File: config.mk
export PLATFORM = sky130hd
export DESIGN_NAME = ptw_ctrl
export DESIGN_NICKNAME = d
export VERILOG_FILES = /design/src/hdl/ptw_pkg.sv /design/src/hdl/ptw_ctrl.sv
export SDC_FILE = /design/constraint.sdc
export NUM_CORES = 1
export LEC_CHECK = 0
export BUFFER_PORTS_ARGS = -buffer_cell sky130_fd_sc_hd__buf_2
export CORE_MARGIN = 5
export CORE_UTILIZATION = 45
export CTS_BUF_LIST = sky130_fd_sc_hd__clkbuf_2
export DETAILED_ROUTE_END_ITERATION = 7
export GPL_ROUTABILITY_DRIVEN = 0
export PLACE_DENSITY = 0.76
export SETUP_SLACK_MARGIN = 0.4
export SYNTH_ARGS = -nofsm -noshare
export SYNTH_HDL_FRONTEND = slang
export SYNTH_SLANG_ARGS = --single-unit
File: constraint.sdc
create_clock -name clk_i -period 2.5 [get_ports clk_i]
set_input_delay 0.75 -clock clk_i [delete_from_list [all_inputs] [get_ports clk_i]]
set_output_delay 0.75 -clock clk_i [all_outputs]
set_load 0.02 [all_outputs]
File: src/hdl/ptw_pkg.sv
// shared types, constants and helpers of the page table map/unmap block
`default_nettype none

package ptw_pkg;

  localparam int unsigned POOL_PAGES_DEF = 64;
  localparam int unsigned ENT_IDX_W      = 9;
  localparam int unsigned ENT_PER_PAGE   = 512;
  localparam int unsigned ENT_W          = 64;
  localparam int unsigned FRAME_W        = 40;
  localparam int unsigned VA_W           = 57;
  localparam int unsigned CFG_IDX_W      = 4;
  localparam int unsigned CFG_DATA_W     = 40;

  // table levels, counted up from the page table
  typedef logic [2:0] lvl_t;
  localparam lvl_t LVL_PT   = 3'd0;
  localparam lvl_t LVL_PD   = 3'd1;
  localparam lvl_t LVL_PDPT = 3'd2;
  localparam lvl_t LVL_PML4 = 3'd3;
  localparam lvl_t LVL_PML5 = 3'd4;

  localparam logic [1:0] ST_DONE       = 2'd0;
  localparam logic [1:0] ST_EXHAUSTED  = 2'd1;
  localparam logic [1:0] ST_NOT_MAPPED = 2'd2;
  localparam logic [1:0] ST_OUTSIDE    = 2'd3;

  localparam logic OP_MAP   = 1'b0;
  localparam logic OP_UNMAP = 1'b1;

  localparam logic [1:0] CM_WC = 2'd1;
  localparam logic [1:0] CM_UC = 2'd2;

  localparam logic [CFG_IDX_W-1:0] CFG_FIVE_LEVEL = 4'd0;
  localparam logic [CFG_IDX_W-1:0] CFG_POOL_BASE  = 4'd1;

  // low attribute bits of a freshly linked table entry: present, writable, user
  localparam logic [11:0] LINK_ATTR = 12'h007;

  typedef struct packed {
    logic               operation;
    logic [VA_W-1:0]    virt_addr;
    logic [FRAME_W-1:0] phys_frame;
    logic               writable;
    logic               executable;
    logic               user_access;
    logic               global_page;
    logic               huge_page;
    logic [1:0]         cache_mode;
  } ptw_in_t;

  typedef struct packed {
    logic [1:0]       status;
    logic [ENT_W-1:0] entry_value;
  } ptw_out_t;

  typedef struct packed {
    logic       load_item;
    logic       mem_rd;
    logic       descend;
    logic       alloc_clr;
    logic       link;
    logic       leaf_wr;
    logic       init_clr;
    logic       finish;
    logic [1:0] status;
    logic       out_load;
  } ptw_cmd_t;

  typedef struct packed {
    logic init_last;
    logic alloc_last;
    logic is_unmap;
    logic present;
    logic huge;
    logic ptr_ok;
    logic pool_full;
    logic next_is_leaf;
    logic lvl_is_pt;
    logic lvl_is_pd;
    logic out_free;
  } ptw_sts_t;

  function automatic logic [ENT_IDX_W-1:0] va_index(input logic [VA_W-1:0] va,
                                                    input lvl_t lvl);
    logic [ENT_IDX_W-1:0] idx;
    case (lvl)
      LVL_PT:   idx = va[20:12];
      LVL_PD:   idx = va[29:21];
      LVL_PDPT: idx = va[38:30];
      LVL_PML4: idx = va[47:39];
      LVL_PML5: idx = va[56:48];
      default:  idx = va[20:12];
    endcase
    return idx;
  endfunction

  function automatic logic [ENT_W-1:0] make_leaf(input ptw_in_t it);
    logic [ENT_W-1:0] pte;
    pte        = '0;
    pte[0]     = 1'b1;
    pte[1]     = it.writable;
    pte[2]     = it.user_access;
    pte[3]     = (it.cache_mode == CM_WC) || (it.cache_mode == CM_UC);
    pte[4]     = (it.cache_mode == CM_UC);
    pte[7]     = it.huge_page;
    pte[8]     = it.global_page;
    pte[51:12] = it.phys_frame;
    pte[63]    = ~it.executable;
    return pte;
  endfunction

endpackage

`default_nettype wire

File: src/hdl/ptw_ctrl.sv
// walk controller: sequences reset clear, table reads, allocation and leaf write
`default_nettype none

module ptw_ctrl
  import ptw_pkg::*;
(
  input  wire logic     clk_i,
  input  wire logic     rst_ni,
  input  wire logic     in_valid_i,
  output      logic     in_stall_o,
  input  wire ptw_sts_t sts_i,
  output      ptw_cmd_t cmd_o
);

  typedef enum logic [8:0] {
    S_INIT  = 9'b000000001,
    S_IDLE  = 9'b000000010,
    S_RD    = 9'b000000100,
    S_EVAL  = 9'b000001000,
    S_ALLOC = 9'b000010000,
    S_LINK  = 9'b000100000,
    S_LEAF  = 9'b001000000,
    S_OUT   = 9'b010000000,
    S_SPARE = 9'b100000000
  } state_e;

  state_e state_q, state_d;

  always_ff @(posedge clk_i or negedge rst_ni) begin
    if (!rst_ni) begin
      state_q <= S_INIT;
    end else begin
      state_q <= state_d;
    end
  end

  always_comb begin
    state_d = state_q;
    cmd_o   = '0;
    case (state_q)
      S_INIT: begin
        cmd_o.init_clr = 1'b1;
        if (sts_i.init_last) state_d = S_IDLE;
      end
      S_IDLE: begin
        if (in_valid_i) begin
          cmd_o.load_item = 1'b1;
          state_d         = S_RD;
        end
      end
      S_RD: begin
        cmd_o.mem_rd = 1'b1;
        state_d      = S_EVAL;
      end
      S_EVAL: begin
        if (!sts_i.is_unmap) begin
          if (!sts_i.present) begin
            if (sts_i.pool_full) begin
              cmd_o.finish = 1'b1;
              cmd_o.status = ST_EXHAUSTED;
              state_d      = S_OUT;
            end else begin
              state_d = S_ALLOC;
            end
          end else if (!sts_i.ptr_ok) begin
            cmd_o.finish = 1'b1;
            cmd_o.status = ST_OUTSIDE;
            state_d      = S_OUT;
          end else begin
            cmd_o.descend = 1'b1;
            state_d       = sts_i.next_is_leaf ? S_LEAF : S_RD;
          end
        end else if (sts_i.lvl_is_pt || (sts_i.lvl_is_pd && sts_i.huge)) begin
          // last entry of the unmap walk: clear present or report nothing mapped
          if (!sts_i.present) begin
            cmd_o.finish = 1'b1;
            cmd_o.status = ST_NOT_MAPPED;
            state_d      = S_OUT;
          end else begin
            state_d = S_LEAF;
          end
        end else if (!sts_i.present) begin
          cmd_o.finish = 1'b1;
          cmd_o.status = ST_NOT_MAPPED;
          state_d      = S_OUT;
        end else if (!sts_i.ptr_ok) begin
          cmd_o.finish = 1'b1;
          cmd_o.status = ST_OUTSIDE;
          state_d      = S_OUT;
        end else begin
          cmd_o.descend = 1'b1;
          state_d       = S_RD;
        end
      end
      S_ALLOC: begin
        cmd_o.alloc_clr = 1'b1;
        if (sts_i.alloc_last) state_d = S_LINK;
      end
      S_LINK: begin
        cmd_o.link = 1'b1;
        state_d    = sts_i.next_is_leaf ? S_LEAF : S_RD;
      end
      S_LEAF: begin
        cmd_o.leaf_wr = 1'b1;
        cmd_o.finish  = 1'b1;
        cmd_o.status  = ST_DONE;
        state_d       = S_OUT;
      end
      S_OUT: begin
        if (sts_i.out_free) begin
          cmd_o.out_load = 1'b1;
          state_d        = S_IDLE;
        end
      end
      default: begin
        state_d = S_IDLE;
      end
    endcase
  end

  assign in_stall_o = (state_q != S_IDLE);

endmodule

`default_nettype wire

==> metrics.txt <==
Die Span Y between 40 and 50 µm; DRC viols 0; post-layout worst setup margin -9.36 ps; minimum clock period about 2500 ps; fraction of the cycle the final worst path needs 100%; worst hold path type in -> async; number of failing hold endpoints at the final stage 0; synth top area cells dfrtp_1 29%, nand4b_1 7.2%, nor2_1 5.6%; post-synthesis sequential area ratio ~33%; detailed-route vias per instance 5.65; post-synthesis cell area approximately 600 µm²; Worst R2R End state_q[1]; initial DRC count 14; first-pass GRT wire length 2820 µm; leading cell type in the layout, fill and taps excluded buf_2; CTS tree done; clock tree buffer depth 2; aggregate global routing overflow 0; H-tree lvl count 1; Synth area leader dfrtp_1; #FFs+latches synth 8; initial cell density of the core a little under half; Clock Root Buffer clkbuf_2; final setup fails 1; clock input transition at the sequential cells of the worst setup and hold paths 80 ps; max-cap violations 0; Ports 26; worst slack, placed 77.6 ps; CTS sink count 8; Routed Antenna Nets 0; max-slew violations 0; net count of the finished layout ~130; worst vdd rail ir drop roughly 510 µV; core area approximately 0.0013 mm²; post-detailed-route wirelength per cell around 15 µm; number of antenna violations at the first check in global routing 0; kind of end point of the critical path output port; Routed Wire Length slightly below 2000 µm; share of the synthesized area in the top cell type just under 30%; biggest regs state_q (8); distinct cell type count after synthesis 35; Worst Max-Slew Pin Slew 355 ps; startpoint kind of the worst setup timing path flip-flop; clock latency reported for the late side of the worst-skew pair 250 ps; number of iterations in the first detailed-routing pass 4; number of flip-flops under the largest register name 8; number of global-route vias before repair 699; hold-fix buffer count after cts 0; total die area 0.00218 mm²; Top reg by flops state_q; result of the run finished with violations; Filler Cell Count 90; worst-case headroom to the max-slew limit roughly 76%; crit-path max FO 6; vias post-DR roughly 720; Critical Setup Path Class reg -> out; Total Negative Setup Slacks -9.36 ps; maximum clock rate roughly 400 MHz; R2R cell count 8; total power divided by cell area approximately 780 mW/mm²; arrival time worst endpoint ~1800 ps; clock tree skew after final layout 4.78 ps; row cnt 13; antenna cells 0; Placed Area around 800 µm²; pin count of the biggest net entering global routing 11; Synthesis Warnings 0; worst path required time between 1500 and 2000 ps; fraction of layout instances using a drive strength above 1 between 50% and 60%; cell count after synthesis 68; Syn-to-layout area delta 68.9%; post-synthesis net count between 80 and 90; leak pwr around 0.52 nW; setup repair after global routing missed its margin yes; top library cells by usage in the layout, fill and taps aside 19 x buf_2, 15 x buf_4, 8 x buf_6; Mean Syn Cell Area 8.89 µm²; total routing resource utilization after global routing a little under a fifth; number of buffer cells added on primary ports 25; HPWL Detailed 1330 µm; worst-case register-to-register setup slack between 400 and 500 ps; violations in the final reports setup timing; Non-Filler Cell Area, Final between 0.001 and 0.0015 mm²; total CTS buffers 3; die extent in x between 40 and 50 µm; launch point of the worst reg-to-reg path state_q[5]
layer usage:
layer  wire length (µm)  vias up  share of wire, %  GRT usage, %
met5                  0        -                 0             0
met4                 22        0               1.1          7.73
met3                111        2               5.6          3.91
met2               1090       22                55          31.6
met1                754      349                38          21.0
li1                   -      350                 -             -
synth_stat cells (all sizes together):
cell type and n:
a31oi 1, nor2 9, nand2 7, o32ai 1, o22ai 1, clkbuf 1, o22a 1, a21o 2
nand3 3, o2111ai 1, nor3 1, nor2b 1, inv 6, nand4b 6, or3 1, nand3b 1
or4b 1, o2bb2ai 1, o31ai 1, dfrtp 7, and3 2, nor4 2, a211oi 1, a211o 1
or2 1, nor4b 2, a21oi 1, and2b 1, dfstp 1, o41ai 1, and4b 2
critical path, stage by stage (launching register included):
cell      delay (ps)
dfrtp_2          430
nor4_4           390
nand4b_4         200
or2_4            290
nor2_4            80
buf_6            120
power breakdown:
group / switching [mW] / internal, mW / leakage, nW
Combinational: 0.234 / 0.271 / 0.407
Clock: 0.0470 / 0.0425 / 0.0166
Sequential: 0.0450 / 0.157 / 0.101
final cells by class:
class | count | area [µm²] | area share, %
sequential | 8 | 204 | 20.0
tap | 15 | 18.8 | 1.84
multi-input combinational | 53 | 458 | 44.9
timing repair buffer | 42 | 298 | 29.2
inverter | 6 | 22.5 | 2.21
clock buffer | 4 | 20.0 | 1.96
worst max-delay path by stage:
stage                           from   endpoint  slack (ps)  cells after the start
after floorplan           state_q[6]  cmd_o[10]         190                      3
after global placement      sts_i[6]   cmd_o[3]          90                      6
after detailed placement    sts_i[6]   cmd_o[3]          80                      6
after CTS                 state_q[5]   cmd_o[8]          10                      5
after global routing      state_q[5]   cmd_o[3]         -80                      5
final                     state_q[5]   cmd_o[8]          -9                      5
what timing repair did:
action	4_1_cts	5_1_grt
gates resized for setup	9	14
setup buffers	7	6
setup endpoints to repair	12	15
endpoints found under the hold margin	0	0
pin swaps	3	2
logic make-up (layout without fill, tap and decap cells):
| logic type | count (synthesis) | count (layout) | share of synthesized area [%] |
|---|---|---|---|
| AO/OA/AOI/OAI | 13 | 13 | 16.6 |
| buffers and inverters | 7 | 52 | 4.35 |
| flip-flops | 8 | 8 | 33.3 |
| AND/OR/NAND/NOR | 40 | 40 | 45.8 |
per-stage QoR:
| stage | hold slack (ps) | std cells | util (%) | power (mW) |
|---|---|---|---|---|
| floorplan | 454 | 68 | - | 0.396 |
| global placement | 599 | 111 | 63.0 | 0.487 |
| detailed placement | 598 | 111 | 63.0 | 0.496 |
| CTS | 335 | 122 | 70.7 | 0.625 |
| global route | 327 | 128 | 79.5 | 0.839 |
| finish | 324 | 128 | 79.5 | 0.796 |
(Power assumes the default switching activity.)
